==> config.mk <==
export PLATFORM = sky130hd
export DESIGN_NAME = wildcard_star_pattern_matcher
export DESIGN_NICKNAME = d
export VERILOG_FILES = /design/src/hdl/wsp_pkg.sv /design/src/hdl/wsp_front.sv /design/src/hdl/wsp_queue.sv /design/src/hdl/wsp_back.sv /design/src/hdl/wildcard_star_pattern_matcher.sv
export SDC_FILE = /design/constraint.sdc
export NUM_CORES = 1
export LEC_CHECK = 0
export BUFFER_PORTS_ARGS = -buffer_cell sky130_fd_sc_hd__buf_2
export CORE_MARGIN = 8
export CORE_UTILIZATION = 50
export CTS_BUF_LIST = sky130_fd_sc_hd__clkbuf_4 sky130_fd_sc_hd__clkbuf_8
export DETAILED_ROUTE_END_ITERATION = 12
export HOLD_SLACK_MARGIN = 0.03
export PLACE_DENSITY = 0.66
export SETUP_SLACK_MARGIN = 0.02
export SYNTH_ARGS = -nofsm -noshare
export SYNTH_HDL_FRONTEND = slang
export SYNTH_SLANG_ARGS = --single-unit
export TNS_END_PERCENT = 1
==> constraint.sdc <==
create_clock -name clk -period 4.7 [get_ports clk]
set_input_delay 0.235 -clock clk [delete_from_list [all_inputs] [get_ports clk]]
set_output_delay 0.235 -clock clk [all_outputs]
set_load 0.005 [all_outputs]
==> src/hdl/wsp_pkg.sv <==
// shared types and constants for the wildcard star pattern matcher
// item codes, result status codes, the queued item record and store sizes
// no dependencies
package wsp_pkg;

    // pattern store depth; the active set spans positions 0..PAT_MAX
    localparam int PAT_MAX = 32;

    // depth of the queue between front and back
    localparam int Q_DEPTH = 4;
    localparam int Q_PTR_W = (Q_DEPTH > 1) ? $clog2(Q_DEPTH) : 1;
    localparam int Q_CNT_W = $clog2(Q_DEPTH + 1);

    localparam logic [7:0] STAR_BYTE = 8'h2A;
    localparam logic [7:0] DOT_BYTE  = 8'h2E;

    typedef enum logic [1:0] {
        CMD_CLEAR   = 2'd0,
        CMD_APPEND  = 2'd1,
        CMD_SUBJECT = 2'd2,
        CMD_REPORT  = 2'd3
    } cmd_t;

    typedef enum logic [1:0] {
        ST_CHECKED  = 2'd0,
        ST_EMPTY    = 2'd1,
        ST_BAD_WILD = 2'd2,
        ST_OVERFLOW = 2'd3
    } status_t;

    // classified item as it travels from front to back
    typedef struct packed {
        cmd_t       cmd;
        logic [7:0] symbol;
        logic       is_star;
        logic       is_dot;
    } item_t;

endpackage

==> src/hdl/wsp_front.sv <==
// front stage: accepts input items and classifies the symbol byte
// registers one classified item for the queue; uses wsp_pkg
module wsp_front
    import wsp_pkg::*;
(
    input  logic       clk,
    input  logic       rst_n,
    input  logic       s_tvalid,
    output logic       s_tready,
    input  logic [7:0] s_tdata,   // [7:0] symbol
    input  logic [1:0] s_tuser,   // [1:0] command
    output logic       item_valid,
    input  logic       item_ready,
    output item_t      item
);

    logic  valid_reg;
    logic  valid_next;
    item_t item_reg;
    item_t item_next;

    assign s_tready = !valid_reg || item_ready;

    always_comb
    begin
        item_next.cmd     = cmd_t'(s_tuser);
        item_next.symbol  = s_tdata;
        item_next.is_star = (s_tdata == STAR_BYTE);
        item_next.is_dot  = (s_tdata == DOT_BYTE);
        if (s_tvalid && s_tready)
        begin
            valid_next = 1'b1;
        end
        else if (item_ready)
        begin
            valid_next = 1'b0;
        end
        else
        begin
            valid_next = valid_reg;
        end
    end

    always_ff @(posedge clk or negedge rst_n)
    begin
        if (!rst_n)
        begin
            valid_reg <= 1'b0;
        end
        else
        begin
            valid_reg <= valid_next;
        end
    end

    always_ff @(posedge clk)
    begin
        if (s_tvalid && s_tready)
        begin
            item_reg <= item_next;
        end
    end

    assign item_valid = valid_reg;
    assign item       = item_reg;

endmodule

==> src/hdl/wsp_queue.sv <==
// short queue of classified items between front and back
// flip-flop ring with read and write pointers; uses wsp_pkg
module wsp_queue
    import wsp_pkg::*;
(
    input  logic  clk,
    input  logic  rst_n,
    input  logic  push_valid,
    output logic  push_ready,
    input  item_t push_item,
    output logic  pop_valid,
    input  logic  pop_ready,
    output item_t pop_item
);

    item_t              slot_reg [Q_DEPTH];
    logic [Q_PTR_W-1:0] wr_ptr_reg;
    logic [Q_PTR_W-1:0] wr_ptr_next;
    logic [Q_PTR_W-1:0] rd_ptr_reg;
    logic [Q_PTR_W-1:0] rd_ptr_next;
    logic [Q_CNT_W-1:0] count_reg;
    logic [Q_CNT_W-1:0] count_next;
    logic               do_push;
    logic               do_pop;

    assign push_ready = (count_reg != Q_CNT_W'(Q_DEPTH));
    assign pop_valid  = (count_reg != '0);
    assign pop_item   = slot_reg[rd_ptr_reg];
    assign do_push    = push_valid && push_ready;
    assign do_pop     = pop_valid && pop_ready;

    // pointers wrap at the queue depth
    always_comb
    begin
        wr_ptr_next = wr_ptr_reg;
        rd_ptr_next = rd_ptr_reg;
        count_next  = count_reg;
        if (do_push)
        begin
            wr_ptr_next = (wr_ptr_reg == Q_PTR_W'(Q_DEPTH - 1)) ? '0 : wr_ptr_reg + 1'b1;
        end
        if (do_pop)
        begin
            rd_ptr_next = (rd_ptr_reg == Q_PTR_W'(Q_DEPTH - 1)) ? '0 : rd_ptr_reg + 1'b1;
        end
        if (do_push && !do_pop)
        begin
            count_next = count_reg + 1'b1;
        end
        else if (do_pop && !do_push)
        begin
            count_next = count_reg - 1'b1;
        end
    end

    always_ff @(posedge clk or negedge rst_n)
    begin
        if (!rst_n)
        begin
            wr_ptr_reg <= '0;
            rd_ptr_reg <= '0;
            count_reg  <= '0;
        end
        else
        begin
            wr_ptr_reg <= wr_ptr_next;
            rd_ptr_reg <= rd_ptr_next;
            count_reg  <= count_next;
        end
    end

    always_ff @(posedge clk)
    begin
        if (do_push)
        begin
            slot_reg[wr_ptr_reg] <= push_item;
        end
    end

endmodule

==> src/hdl/wsp_back.sv <==
// back end: pattern store, active position set and result register
// carries out one queued item per cycle while no held result blocks an end item; uses wsp_pkg
module wsp_back
    import wsp_pkg::*;
(
    input  logic       clk,
    input  logic       rst_n,
    input  logic       item_valid,
    output logic       item_ready,
    input  item_t      item,
    output logic       m_tvalid,
    input  logic       m_tready,
    output logic [7:0] m_tdata    // [0] matched, [2:1] status
);

    // skip closure: v[q] = seed[q] | prop[q] & v[q-2], done as a log-depth scan
    function automatic logic [PAT_MAX:0] close_set(
        input logic [PAT_MAX:0] seed,
        input logic [PAT_MAX:0] prop
    );
        logic [PAT_MAX:0] g;
        logic [PAT_MAX:0] p;
        logic [PAT_MAX:0] gn;
        logic [PAT_MAX:0] pn;
        int               off;
        g = seed;
        p = prop;
        for (int k = 0; k < $clog2(PAT_MAX + 1); k++)
        begin
            off = 2 << k;
            gn  = g;
            pn  = p;
            for (int q = 0; q <= PAT_MAX; q++)
            begin
                if (q >= off)
                begin
                    gn[q] = g[q] | (p[q] & g[q - off]);
                    pn[q] = p[q] & p[q - off];
                end
            end
            g = gn;
            p = pn;
        end
        return g;
    endfunction

    logic [7:0]       pat_reg [PAT_MAX];
    logic [PAT_MAX-1:0] star_reg;
    logic [PAT_MAX-1:0] dot_reg;
    logic [PAT_MAX-1:0] len_reg;      // thermometer: bit i set while i < count
    logic [PAT_MAX-1:0] len_next;
    logic [PAT_MAX:0]   end_reg;      // one-hot at the pattern count
    logic [PAT_MAX:0]   end_next;
    logic [PAT_MAX:0]   active_reg;
    logic [PAT_MAX:0]   active_next;
    logic               restart_reg;  // active set is the closed start set
    logic               restart_next;
    logic               last_star_reg;
    logic               last_star_next;
    logic               malformed_reg;
    logic               malformed_next;
    logic               overflow_reg;
    logic               overflow_next;
    logic               seen_reg;
    logic               seen_next;
    logic               wild_reg;
    logic               wild_next;
    logic               out_valid_reg;
    logic               out_valid_next;
    logic               out_matched_reg;
    logic               out_matched_next;
    status_t            out_status_reg;
    status_t            out_status_next;

    logic [PAT_MAX:0]   star_ext;
    logic [PAT_MAX-1:0] skip;
    logic [PAT_MAX+1:0] skip_sh;
    logic [PAT_MAX:0]   prop;
    logic [PAT_MAX:0]   start_set;
    logic [PAT_MAX:0]   active_eff;
    logic [PAT_MAX:0]   stepped;
    logic [PAT_MAX:0]   stepped_closed;
    logic               hit;
    logic               full;
    logic               out_ready;
    logic               pop;
    logic               do_write;
    status_t            status;

    // position pos is starred when the next stored byte is a star
    always_comb
    begin
        star_ext = {1'b0, star_reg & len_reg};
        for (int pos = 0; pos < PAT_MAX; pos++)
        begin
            skip[pos] = star_ext[pos + 1];
        end
        skip_sh   = {skip, 2'b00};
        prop      = skip_sh[PAT_MAX:0];
        start_set = close_set((PAT_MAX + 1)'(1), prop);
        active_eff = restart_reg ? start_set : active_reg;
    end

    // one subject byte through the automaton
    always_comb
    begin
        stepped = '0;
        hit     = 1'b0;
        for (int pos = 0; pos < PAT_MAX; pos++)
        begin
            hit = active_eff[pos] & len_reg[pos] & ~star_reg[pos]
                & (dot_reg[pos] | (pat_reg[pos] == item.symbol));
            stepped[pos]     = stepped[pos] | (hit & skip[pos]);
            stepped[pos + 1] = stepped[pos + 1] | (hit & ~skip[pos]);
        end
        stepped_closed = close_set(stepped, prop);
    end

    assign full      = end_reg[PAT_MAX];
    assign out_ready = !out_valid_reg || m_tready;
    assign item_ready = (item.cmd != CMD_REPORT) || out_ready;
    assign pop       = item_valid && item_ready;
    assign do_write  = pop && (item.cmd == CMD_APPEND) && !full;

    always_comb
    begin
        if (!seen_reg || end_reg[0])
        begin
            status = ST_EMPTY;
        end
        else if (overflow_reg)
        begin
            status = ST_OVERFLOW;
        end
        else if (malformed_reg || wild_reg)
        begin
            status = ST_BAD_WILD;
        end
        else
        begin
            status = ST_CHECKED;
        end
    end

    always_comb
    begin
        len_next         = len_reg;
        end_next         = end_reg;
        active_next      = active_reg;
        restart_next     = restart_reg;
        last_star_next   = last_star_reg;
        malformed_next   = malformed_reg;
        overflow_next    = overflow_reg;
        seen_next        = seen_reg;
        wild_next        = wild_reg;
        out_matched_next = out_matched_reg;
        out_status_next  = out_status_reg;
        out_valid_next   = out_valid_reg && !m_tready;
        if (pop)
        begin
            case (item.cmd)
                CMD_CLEAR:
                begin
                    len_next       = '0;
                    end_next       = (PAT_MAX + 1)'(1);
                    last_star_next = 1'b0;
                    malformed_next = 1'b0;
                    overflow_next  = 1'b0;
                    restart_next   = 1'b1;
                    seen_next      = 1'b0;
                    wild_next      = 1'b0;
                end
                CMD_APPEND:
                begin
                    if (full)
                    begin
                        overflow_next = 1'b1;
                    end
                    else
                    begin
                        if (item.is_star && (end_reg[0] || last_star_reg))
                        begin
                            malformed_next = 1'b1;
                        end
                        len_next       = {len_reg[PAT_MAX-2:0], 1'b1};
                        end_next       = {end_reg[PAT_MAX-1:0], 1'b0};
                        last_star_next = item.is_star;
                    end
                    restart_next = 1'b1;
                    seen_next    = 1'b0;
                    wild_next    = 1'b0;
                end
                CMD_SUBJECT:
                begin
                    seen_next    = 1'b1;
                    wild_next    = wild_reg | item.is_star | item.is_dot;
                    active_next  = stepped_closed;
                    restart_next = 1'b0;
                end
                CMD_REPORT:
                begin
                    out_valid_next   = 1'b1;
                    out_status_next  = status;
                    out_matched_next = (status == ST_CHECKED) && |(active_eff & end_reg);
                    restart_next     = 1'b1;
                    seen_next        = 1'b0;
                    wild_next        = 1'b0;
                end
                default:
                begin
                    restart_next = restart_reg;
                end
            endcase
        end
    end

    always_ff @(posedge clk or negedge rst_n)
    begin
        if (!rst_n)
        begin
            len_reg       <= '0;
            end_reg       <= (PAT_MAX + 1)'(1);
            restart_reg   <= 1'b1;
            last_star_reg <= 1'b0;
            malformed_reg <= 1'b0;
            overflow_reg  <= 1'b0;
            seen_reg      <= 1'b0;
            wild_reg      <= 1'b0;
            out_valid_reg <= 1'b0;
        end
        else
        begin
            len_reg       <= len_next;
            end_reg       <= end_next;
            restart_reg   <= restart_next;
            last_star_reg <= last_star_next;
            malformed_reg <= malformed_next;
            overflow_reg  <= overflow_next;
            seen_reg      <= seen_next;
            wild_reg      <= wild_next;
            out_valid_reg <= out_valid_next;
        end
    end

    // payload: pattern entries, active set, result fields
    always_ff @(posedge clk)
    begin
        active_reg      <= active_next;
        out_matched_reg <= out_matched_next;
        out_status_reg  <= out_status_next;
        for (int i = 0; i < PAT_MAX; i++)
        begin
            if (do_write && end_reg[i])
            begin
                pat_reg[i]  <= item.symbol;
                star_reg[i] <= item.is_star;
                dot_reg[i]  <= item.is_dot;
            end
        end
    end

    assign m_tvalid = out_valid_reg;
    assign m_tdata  = {5'b00000, out_status_reg, out_matched_reg};

    a_count_onehot: assert property (@(posedge clk) disable iff (!rst_n)
        $onehot(end_reg))
        else $error("pattern count marker not one-hot");

    a_match_needs_check: assert property (@(posedge clk) disable iff (!rst_n)
        out_valid_reg && out_matched_reg |-> out_status_reg == ST_CHECKED)
        else $error("match reported with a non-clean status");

    a_overflow_when_full: assert property (@(posedge clk) disable iff (!rst_n)
        $rose(overflow_reg) |-> end_reg[PAT_MAX])
        else $error("overflow flagged while store not full");

    a_report_restarts: assert property (@(posedge clk) disable iff (!rst_n)
        pop && item.cmd == CMD_REPORT |=> restart_reg && !seen_reg)
        else $error("report did not restart the subject");

endmodule

==> src/hdl/wildcard_star_pattern_matcher.sv <==
// top level of the wildcard star pattern matcher
// front stage, item queue and matching back end; uses wsp_pkg
//
// usage
//   s_* carries one item per accept: s_tuser is the command (clear pattern,
//   append pattern byte, subject byte, end of subject) and s_tdata the byte.
//   pattern bytes are appended first; '.' matches any byte and '*' repeats
//   the element before it. subject bytes then stream in and an end item
//   yields one result item on m_*: m_tdata[0] matched, m_tdata[2:1] status
//   (checked, empty subject or pattern, misplaced star or wildcard byte in
//   the subject, overflow). clear, append and subject items give no result.
// throughput: one item per cycle, any command mix, while not stalled; the
//   active position set is updated for all pattern positions in parallel
//   in the back end
// path to m_tvalid: front register, queue slot, result register
// stall: a held result stalls the back end once an end item reaches it;
//   items ahead of it still drain, and the four queue slots and the front
//   register fill before s_tready drops
// reset: pattern empty, subject restarted, no result pending; pattern store
//   entries hold no reset value and are only read below the pattern count
module wildcard_star_pattern_matcher
    import wsp_pkg::*;
(
    input  logic       clk,
    input  logic       rst_n,
    input  logic       s_tvalid,
    output logic       s_tready,
    input  logic [7:0] s_tdata,   // [7:0] symbol
    input  logic [1:0] s_tuser,   // [1:0] command
    output logic       m_tvalid,
    input  logic       m_tready,
    output logic [7:0] m_tdata    // [0] matched, [2:1] status, [7:3] zero
);

    // front register to queue
    logic  fr_valid;
    logic  fr_ready;
    item_t fr_item;

    // queue to back end
    logic  bk_valid;
    logic  bk_ready;
    item_t bk_item;

    wsp_front u_front (
        .clk        (clk),
        .rst_n      (rst_n),
        .s_tvalid   (s_tvalid),
        .s_tready   (s_tready),
        .s_tdata    (s_tdata),
        .s_tuser    (s_tuser),
        .item_valid (fr_valid),
        .item_ready (fr_ready),
        .item       (fr_item)
    );

    // decouples the back end so a stalled result does not stop the front
    wsp_queue u_queue (
        .clk        (clk),
        .rst_n      (rst_n),
        .push_valid (fr_valid),
        .push_ready (fr_ready),
        .push_item  (fr_item),
        .pop_valid  (bk_valid),
        .pop_ready  (bk_ready),
        .pop_item   (bk_item)
    );

    wsp_back u_back (
        .clk        (clk),
        .rst_n      (rst_n),
        .item_valid (bk_valid),
        .item_ready (bk_ready),
        .item       (bk_item),
        .m_tvalid   (m_tvalid),
        .m_tready   (m_tready),
        .m_tdata    (m_tdata)
    );

endmodule

After elaboration in Yosys (flattened, before gate mapping)
Memory sizes are Yosys's and may differ from the RTL's.
Cells that the tools add are included.
{"block": "word_totals", "regBits": 192, "mem_bits_rw": 304, "in_bits": 14, "word_cells": 872, "mem_count": 2}
{"block": "op_classes", "add_sub_neg": 4, "n_eq_ne": 44, "muxes": 92, "bitwise_logic": 576, "n_reduce_logical": 69}
{"memory": "u_back.pat_reg", "words": 32, "width": 8, "read_ports": 32, "rd_ports_with_merged_regs": 0, "wr": 32, "line_no": "wsp_back.sv:47", "text": "logic [7:0] pat_reg [PAT_MAX];"}
{"memory": "u_queue.slot_reg", "words": 4, "width": 12, "read_ports": 1, "rd_ports_with_merged_regs": 0, "wr": 1, "line_no": "wsp_queue.sv:16", "text": "item_t slot_reg [Q_DEPTH];"}
{"op": "$and A1 B1 Y1", "count": 344}
{"op": "$eq A8 B8 Y1", "count": 32}
{"op": "$or A1 B1 Y1", "count": 167}
{"op": "$mux W1", "count": 74}
{"op": "$mux W33", "count": 2}
{"op": "$pmux W33 S2", "count": 1}
{"op": "$pmux W32 S2", "count": 1}
{"op": "$not A1 Y1", "count": 63}
{"op": "$logic_and A1 B1 Y1", "count": 42}
{"op": "$and A33 B33 Y33", "count": 1}
{"op": "$reduce_or A33 Y1", "count": 1}
{"op": "$and A32 B32 Y32", "count": 1}
{"op": "$mux W32", "count": 1}
{"op": "$eq A8 B6 Y1 const B", "count": 2}
{"op": "$pmux W1 S2", "count": 6}
{"op": "$mux W2", "count": 5}
{"op": "$eq A2 B2 Y1 const B", "count": 4}
{"op": "$logic_not A1 Y1", "count": 7}
{"op": "$logic_or A1 B1 Y1", "count": 6}
{"op": "$mux W3", "count": 2}
{"op": "$ne A2 B2 Y1 const B", "count": 3}
{"op": "$reduce_and A2 Y1", "count": 3}
{"op": "$reduce_and A3 Y1", "count": 2}
{"op": "$reduce_bool A2 Y1", "count": 3}
{"op": "other kinds (10)", "count": 12}

Logic depth before layout (Yosys ltp)
Gate-level depths: netlist of the first run.
{"block": "logic_depth", "word_depth": 20, "depth_mapped": 16}

By module
From an unflattened synthesis of the first run, not the netlist that was laid out.
{"block": "hier_totals", "hier_cells": 1401, "area_unflattened_um2": 21275.4}
{"module": "wsp_back", "n_inst": 1, "cells_per_inst": 1281, "area_per_inst_um2": 18666.7}
{"module": "wsp_queue", "n_inst": 1, "cells_per_inst": 99, "area_per_inst_um2": 2173.3}
{"module": "wsp_front", "n_inst": 1, "cells_per_inst": 21, "area_per_inst_um2": 435.4}

Least setup slack after synthesis of the first run
Ideal clock, no wire load.
{"block": "synth_timing", "kind": "flip-flop to flip-flop", "startpoint": "reg u_queue.rd_ptr_reg[0]", "endpoint": "reg u_back.wild_reg", "t_arrival_ps": 4277, "path_slack_ps": 344, "stages_incl_launch_ff": 7, "path_cell_list": "dfrtp_1 -> buf_6 -> buf_12 -> mux4_2 -> nor3b_1 -> o21ai_0 -> nand2_1"}
{"block": "synth_via", "elab_chain_len": 4, "elab_cells_between_ends": 12, "classes_between": "eq/ne (4); mux (1); bitwise (2); reduce/logical (4); memory (1)"}
{"item": "from (decl)", "line_no": "wsp_queue.sv:19", "text": "logic [Q_PTR_W-1:0] rd_ptr_reg;"}
{"item": "from (signal assigned)", "line_no": "wsp_queue.sv:67", "text": "rd_ptr_reg <= rd_ptr_next;"}
{"item": "$mem_v2 Z4 W12 (*)"}
{"item": "$eq A2 B2 Y1 (tied with other cells)", "line_no": "wsp_back.sv:161", "text": "case (item.cmd)"}
{"item": "$reduce_or A3 Y1 (no line) (tied with other cells)"}
{"item": "$pmux W1 S2 / $logic_and A1 B1 Y1 (equally long branches)", "line_no": "wsp_back.sv:161, wsp_back.sv:122"}
{"item": "to (signal assigned)", "line_no": "wsp_back.sv:240", "text": "wild_reg <= wild_next;"}
{"item": "to (decl)", "line_no": "wsp_back.sv:66", "text": "logic wild_reg;"}
Mark *: on every way between the ends. The rest lies on a longest branch, timed or not.
A chain may end at the register's enable or synchronous reset.

Worst setup path in the final report of the first run
{"block": "layout_timing", "startpoint": "reg u_queue.rd_ptr_reg[0]", "endpoint": "reg u_back.active_reg[15], data pin"}
{"block": "layout_via", "elab_chain_len": 12, "elab_cells_between_ends": 87, "classes_between": "eq/ne (16); bitwise (70); memory (1)"}
{"item": "$mem_v2 Z4 W12 (*)"}
{"item": "$eq A8 B8 Y1", "line_no": "wsp_back.sv:112", "text": "& (dot_reg[pos] | (pat_reg[pos] == item.symbol));"}
{"item": "$or A1 B1 Y1", "line_no": "wsp_back.sv:112"}
{"item": "$and A1 B1 Y1", "line_no": "wsp_back.sv:112"}
{"item": "$and A1 B1 Y1 (on tied branches)", "line_no": "wsp_back.sv:114, wsp_back.sv:113"}
{"item": "$or A1 B1 Y1", "line_no": "wsp_back.sv:113", "text": "stepped[pos] = stepped[pos] | (hit & skip[pos]);"}
{"item": "$and A1 B1 Y1", "line_no": "wsp_back.sv:37", "text": "gn[q] = g[q] | (p[q] & g[q - off]);"}
{"item": "$or A1 B1 Y1", "line_no": "wsp_back.sv:37"}
{"item": "$and A1 B1 Y1", "line_no": "wsp_back.sv:37"}
{"item": "$or A1 B1 Y1", "line_no": "wsp_back.sv:37"}
{"item": "$and A1 B1 Y1", "line_no": "wsp_back.sv:37"}
{"item": "$or A1 B1 Y1 (*)", "line_no": "wsp_back.sv:37"}
{"item": "net u_back.stepped_closed[15]", "line_no": "wsp_back.sv:82", "text": "logic [PAT_MAX:0] stepped_closed;"}
{"item": "to (signal assigned)", "line_no": "wsp_back.sv:248", "text": "active_reg <= active_next;"}
{"item": "to (decl)", "line_no": "wsp_back.sv:54", "text": "logic [PAT_MAX:0] active_reg;"}
Mark *: on every way through the listed nets, which the timed path passes. The rest lies on a longest branch.

==> results of run 1 <==
-- worst max-delay path, stage by stage (launching register included) --
cell,delay (ps)
dfrtp_1,660
mux4_4,1000
xor2_1,230
nor2_1,60
a41o_1,290
a22oi_1,320
nor3_1,140
or4_1,520
a211o_1,320
a311oi_2,360
o221ai_1,190
-- layer usage --
layer  track usage (%)  wire (microns)
met1              25.2           20700
met2              28.4           20700
met3              3.55            2310
met4              6.52            1210
met5                 0               0
-- worst max-delay path by stage --
stage | to | slack [ps]
final | u_back.active_reg[15]$_DFFE_PP_ | 330
after global routing | u_back.active_reg[15]$_DFFE_PP_ | 60
after CTS | u_back.active_reg[15]$_DFFE_PP_ | 360
after detailed placement | u_back.active_reg[15]$_DFFE_PP_ | 380
after global placement | u_back.active_reg[30]$_DFFE_PP_ | 500
after floorplan | u_back.wild_reg$_DFFE_PN0P_ | 340
-- synth_stat cells (all sizes together) (30+ instances only) --
master / n / area share (%)
edfxtp: 416 / 58
xor2: 170 / 7.0
xnor2: 89 / 3.6
dfrtp: 78 / 9.1
nand2: 75 / 1.3
nor2: 72 / 1.3
and2: 54 / 1.6
buf: 43 / 1.8
a21o: 41 / 1.4
nor4: 35 / 1.1
a22o: 34 / 1.4
a21oi: 30 / 0.72
-- power by group through the flow --
stage	combinational (mW)	sequential, mW	clock [mW]
6_report	4.29	6.17	3.89
5_1_grt	4.75	6.22	4.18
4_1_cts	4.40	6.17	3.98
3_5_place_dp	4.38	6.26	0
3_3_place_gp	4.27	6.24	0
2_1_floorplan	3.26	6.10	0
-- cell families after synthesis --
logic type | Yosys count | synth area share, %
flops | 496 | 67.7
simple gates | 352 | 8.75
xor+xnor | 259 | 10.7
compound gates | 234 | 8.46
buf+inv | 80 | 2.48
mux | 16 | 1.54
fa+ha+maj | 7 | 0.444
other cells | 1 | 0.0175
-- timing repair --
item | 4_1_cts | 5_1_grt
setup buffers | 0 | 0
endpoints found under the setup margin | 0 | 0
hold buffers | 13 | 0
hold endpoints to repair | 44 | 0
-- cells in the final DEF (no fill, tap or decap), types with 9 or more instances in the layout --
cell type,count
o21ai_0,23
a21o_1,41
clkbuf_8,94
nand3_1,26
a21oi_1,29
and2_1,54
a22oi_1,9
nor2_1,72
dlygate4sd3_1,13
buf_4,18
a22o_1,34
clkinv_1,13
nand2_1,74
inv_1,20
dfrtp_1,78
edfxtp_1,416
nor4_1,33
xnor2_1,89
buf_2,17
nand4_1,27
nor3_1,19
xor2_1,168
clkbuf_4,34
a41o_1,20
-- cell type report --
cell class / instances / area share (%)
well taps: 546 / 2.86
repair buffers: 53 / 1.89
flip-flops and latches: 496 / 60.8
clock inverters: 22 / 0.703
multi-input cells: 873 / 27.0
clock buffers: 128 / 6.49
inverters: 20 / 0.315
==> results.ini, run 1 <==
[status]
status=completed

[power_and_ir_drop]
p_clk_share_pct=27.1
p_leak_nw=8.67
combPwrFrac_pct=29.9
p_switching_mw=4.87
power_density_mw_per_mm2=602
peakVddDrop_mv=0.542
p_int_mw=9.49
seqPwrFrac_pct=43.0
fin_total_pwr_mw=14.4
switching_share_pct=33.9

[clocking]
clk_latency_ps=640
clock_path_buffers=3
clk_transition_reported_paths_ps=70
cts_inserted_buffers=80
cts_tree=built
htree_levels=3
ctsResizeCount=0
root_buffer=clkbuf_8
clock_sinks=496

[cells_and_area]
drive_gt1_share_pct=13.5
stdcell_area_sq_mm=0.0239
seq_area_sq_mm=0.0145
multiInputGateArea_sq_mm=0.00643
stdcell_count=2138
antennaDiodeCount=0
area_growth_pct=11.3
utilization_pct=55.9
largest_reg_flops=256
fillers=3382
nets=1545

[floorplan]
rows=76
core_area_sq_mm=0.0427
die_w_microns=223
start_util_pct=50.2
io_pins=24
die_area_sq_mm=0.0497
die_h_microns=223

[place]
dp.cells=1975
dp_hpwl_mm=28.3
place_congestion=0.896
place_ws_ps=385
io_buffer_count=18
place_area_sq_mm=0.0220

[setup_path]
critPathMaxFanout=30
path_class=flip-flop to flip-flop
r2r_setup_slack_ps=330
start_kind=flip-flop
r2r-start=u_queue.rd_ptr_reg[0]$_DFFE_PN0P_
startpoint=u_queue.rd_ptr_reg[0]$_DFFE_PN0P_
rr_worst_depth=10
critPathRequiredTime_ps=5050
critPathArrivalTime_ps=4720
end_kind=flip-flop
reg2reg_to=u_back.active_reg[15]$_DFFE_PP_

[logic_synthesis]
synth_seq_area_share_pct=67.7
synth_ff_type=edfxtp_1
synth_warnings=0
synth_area_sq_mm=0.0214
synth_edf_count=416
ys_seq_elements=496
async_flop_share_pct=16.1
yosys.cell_types.count=79
synth_cells=1445
avgSynthCellArea_sq_um=14.8

[global_route]
grt_max_degree=66
track_usage_pct=18.2
grt_antenna_before_repair=0
first_global_vias=12500
grt_pass1_wl_mm=71.4
globalRouteOverflowTotal=0

[worst_hold_path]
min_path_type=primary input to async pin

[detailed_routing]
wl_per_cell_microns=21.0
routed_via_density=5.69
initialDrtViolationCount=1118
drc_errors=0
dr.pass1.iters=5
num_vias=12200
ant_nets=0
wl_mm=44.9

[sta]
setup_violations=0
clock_skew_ps=25.5
hold_violations=0
slew_viol_final=0
period_share_pct=93.0
fin_setup_tns_ps=0
post-route-worst-setup-slack_ps=327
max_clock_freq_ghz=0.229
period_needed_ps=4370
hold-worst-slack_ps=86.8
rsz0062_at_grt=false
max_slew.worst_pin.slew_ps=1010
max-slew-margin-rel_pct=32.8

[flow_run]
drv_cap=0

No activity file was read; power rests on OpenSTA's default activity.
==> run 2: changes to the inputs <==
--- a/config.mk
+++ b/config.mk
@@ -10,10 +10,12 @@
 export CORE_UTILIZATION = 50
 export CTS_BUF_LIST = sky130_fd_sc_hd__clkbuf_4 sky130_fd_sc_hd__clkbuf_8
 export DETAILED_ROUTE_END_ITERATION = 12
+export GPL_ROUTABILITY_DRIVEN = 0
 export HOLD_SLACK_MARGIN = 0.03
 export PLACE_DENSITY = 0.66
 export SETUP_SLACK_MARGIN = 0.02
 export SYNTH_ARGS = -nofsm -noshare
 export SYNTH_HDL_FRONTEND = slang
+export SYNTH_HIERARCHICAL = 1
 export SYNTH_SLANG_ARGS = --single-unit
 export TNS_END_PERCENT = 1
==> run 2 against run 1 <==
Critical endpoint is now u_back/active_reg[22]$_DFFE_PP_. Setup slack better by 9.5 ps. Largest cell class unchanged. Largest power group unchanged. Critical path type unchanged. Register-to-register slack hardly changed. Total power is 1.5% higher. Critical path depth is 3 higher. Final cell count is 2.4% lower. Maximum frequency is 0.22% higher. Clock-buffer cell count is 11 lower. Hold slack better by 73 ps. Core utilization is 0.87 points higher. First-iteration DRC count is 4.4% higher.
==> results.ini, run 2 <==
[global_route]
grt_max_degree=63
grt_antenna_before_repair=1
track_usage_pct=17.6
first_global_vias=11900
grt_pass1_wl_mm=68.7
globalRouteOverflowTotal=0

[power_and_ir_drop]
power_density_mw_per_mm2=612
fin_total_pwr_mw=14.6
peakVddDrop_mv=0.370
p_leak_nw=8.78

[flow_run]
drv_cap=0

[clocking]
clock_sinks=496
root_buffer=clkbuf_8
clk_transition_reported_paths_ps=60
htree_levels=3
cts_inserted_buffers=79
clk_latency_ps=620
clock_path_buffers=3
cts_tree=built
cts_setup_buffers=0

[cells_and_area]
nets=1506
final_common_cell=edfxtp_1
largest_reg_flops=256
multiInputGateArea_sq_mm=0.00628
seq_area_sq_mm=0.0145
area_growth_pct=11.9
fillers=3271
layout_common_cells=416 x edfxtp_1, 238 x xor2_1, 90 x clkbuf_8
drive_gt1_share_pct=16.1
antennaDiodeCount=0

[setup_path]
path_class=flip-flop to flip-flop
critPathMaxFanout=13
critPathArrivalTime_ps=4850
end_kind=flip-flop
critPathRequiredTime_ps=5180
start_kind=flip-flop

[detailed_routing]
num_vias=11800
wl_mm=43.3
routed_via_density=5.66
drc_errors=0
initialDrtViolationCount=1167
wl_per_cell_microns=20.7
dr.pass1.iters=6
ant_nets=0

[logic_synthesis]
synth_edf_count=416
avgSynthCellArea_sq_um=15.2
async_flop_share_pct=16.1
synth_common_cells=416 x edfxtp_1, 238 x xor2_1, 78 x dfrtp_1
yosysTopAreaCell=edfxtp_1
synth_seq_area_share_pct=68.1
synth_ff_type=edfxtp_1
synth_top_area_share_pct=58.7
ys_seq_elements=496
synth_cells=1401
synth_area_sq_mm=0.0213
yosys.cell_types.count=95
synth_most_common_cell=edfxtp_1
synth_warnings=6
synth_area_leaders=edfxtp_1 59%, xor2_1 9.8%, dfrtp_1 9.2%

[sta]
period_share_pct=92.8
fin_setup_tns_ps=0
setup_violations=0
max_slew.worst_pin.slew_ps=1090
period_needed_ps=4360
max_clock_freq_ghz=0.229
hold_violations=0
slew_viol_final=0
rsz0062_at_grt=true
max-slew-margin-rel_pct=27.0
clock_skew_ps=26.6

[floorplan]
io_pins=24
rows=75
die_w_microns=222
core_area_sq_mm=0.0419
die_area_sq_mm=0.0494
start_util_pct=50.7
die_h_microns=222

[place]
io_buffer_count=18
dp_hpwl_mm=27.2

[worst_hold_path]
min_path_type=primary input to async pin

[status]
status=completed

[run 2: cell families (layout without fill, tap and decap cells)]
kind of cell | after synthesis | in the layout | share of synthesized area, %
other | 1 | 5 | 0.0176
buffers and inverters | 85 | 228 | 2.62
multiplexers | 18 | 18 | 1.62
flip-flops | 496 | 496 | 68.1
AND/OR/NAND/NOR | 308 | 308 | 8.33
XOR/XNOR | 259 | 259 | 10.7
AO/OA/AOI/OAI | 227 | 227 | 8.17
adder cells (fa/ha/maj) | 7 | 7 | 0.447
[run 2: routing by layer]
metal  GRT usage [%]  vias up  part of all wire, %
li1                -     5473                    -
met1            24.6     5949                   47
met2            27.3      312                   46
met3            3.62       79                  4.8
met4            5.90        2                  2.3
met5               0        -                0.028
[run 2: layout make-up]
cell class,instances,share of cell area (%)
multi-input cells,824,26.4
flip-flops and latches,496,60.9
well taps,539,2.83
clock inverters,27,1.34
inverters,21,0.331
clock buffers,117,6.06
repair buffers,63,2.16
[run 2: power by group]
part | total [mW] | internal, mW | switching (mW) | leakage [nW]
registers | 6.14 | 5.88 | 0.252 | 4.87
logic | 4.40 | 1.45 | 2.95 | 3.00
clock network | 4.04 | 2.36 | 1.68 | 0.916
[run 2: critical path, cell delays in order (launching register included)]
cell and delay [ps]:
dfrtp_1 510, buf_4 260, mux4_4 810, buf_4 270, xor2_1 180, nor4_1 190
a21oi_1 160, nor4bb_1 490, a32oi_1 200, o21ai_1 210, a211oi_2 150, o31a_1 420
o21ai_2 200, a31o_1 160
[run 2: repair_timing]
item | 4_1_cts | 5_1_grt
gates resized for setup | 0 | 1
endpoints found under the hold margin | 54 | 0
setup endpoints to repair | 0 | 4
hold buffers | 13 | 0
[run 2: metrics by stage]
stage / instances / util [%] / area (sq um) / hold slack [ps] / setup slack [ps]
floorplan: 1405 / - / 21300 / -60.6 / 827
global placement: 1930 / 52.2 / 21900 / 270 / 354
detailed placement: 1930 / 52.2 / 21900 / 271 / 240
CTS: 2087 / 56.7 / 23800 / 134 / 238
global route: 2087 / 56.7 / 23800 / 186 / 14.7
finish: 2087 / 56.7 / 23800 / 160 / 337
[run 2: final timing paths]
check,start,end,slack (ps),depth (start not counted)
setup / recovery,u_queue/rd_ptr_reg[0]$_DFFE_PN0P_,u_back/active_reg[22]$_DFFE_PP_,340,13
hold / removal,rst_n,u_back/m_tvalid$_DFF_PN0_,160,2
setup reg to reg,u_queue/rd_ptr_reg[0]$_DFFE_PN0P_,u_back/active_reg[22]$_DFFE_PP_,340,13
max in group asynchronous,rst_n,u_back/end_reg[23]$_DFFE_PN0P_,3520,3
min in group clk,s_tdata[7],u_front/item[9]$_DFFE_PP_,340,2
hold reg to reg,u_queue/count_reg[2]$_DFFE_PN0P_,u_queue/count_reg[2]$_DFFE_PN0P_,480,1
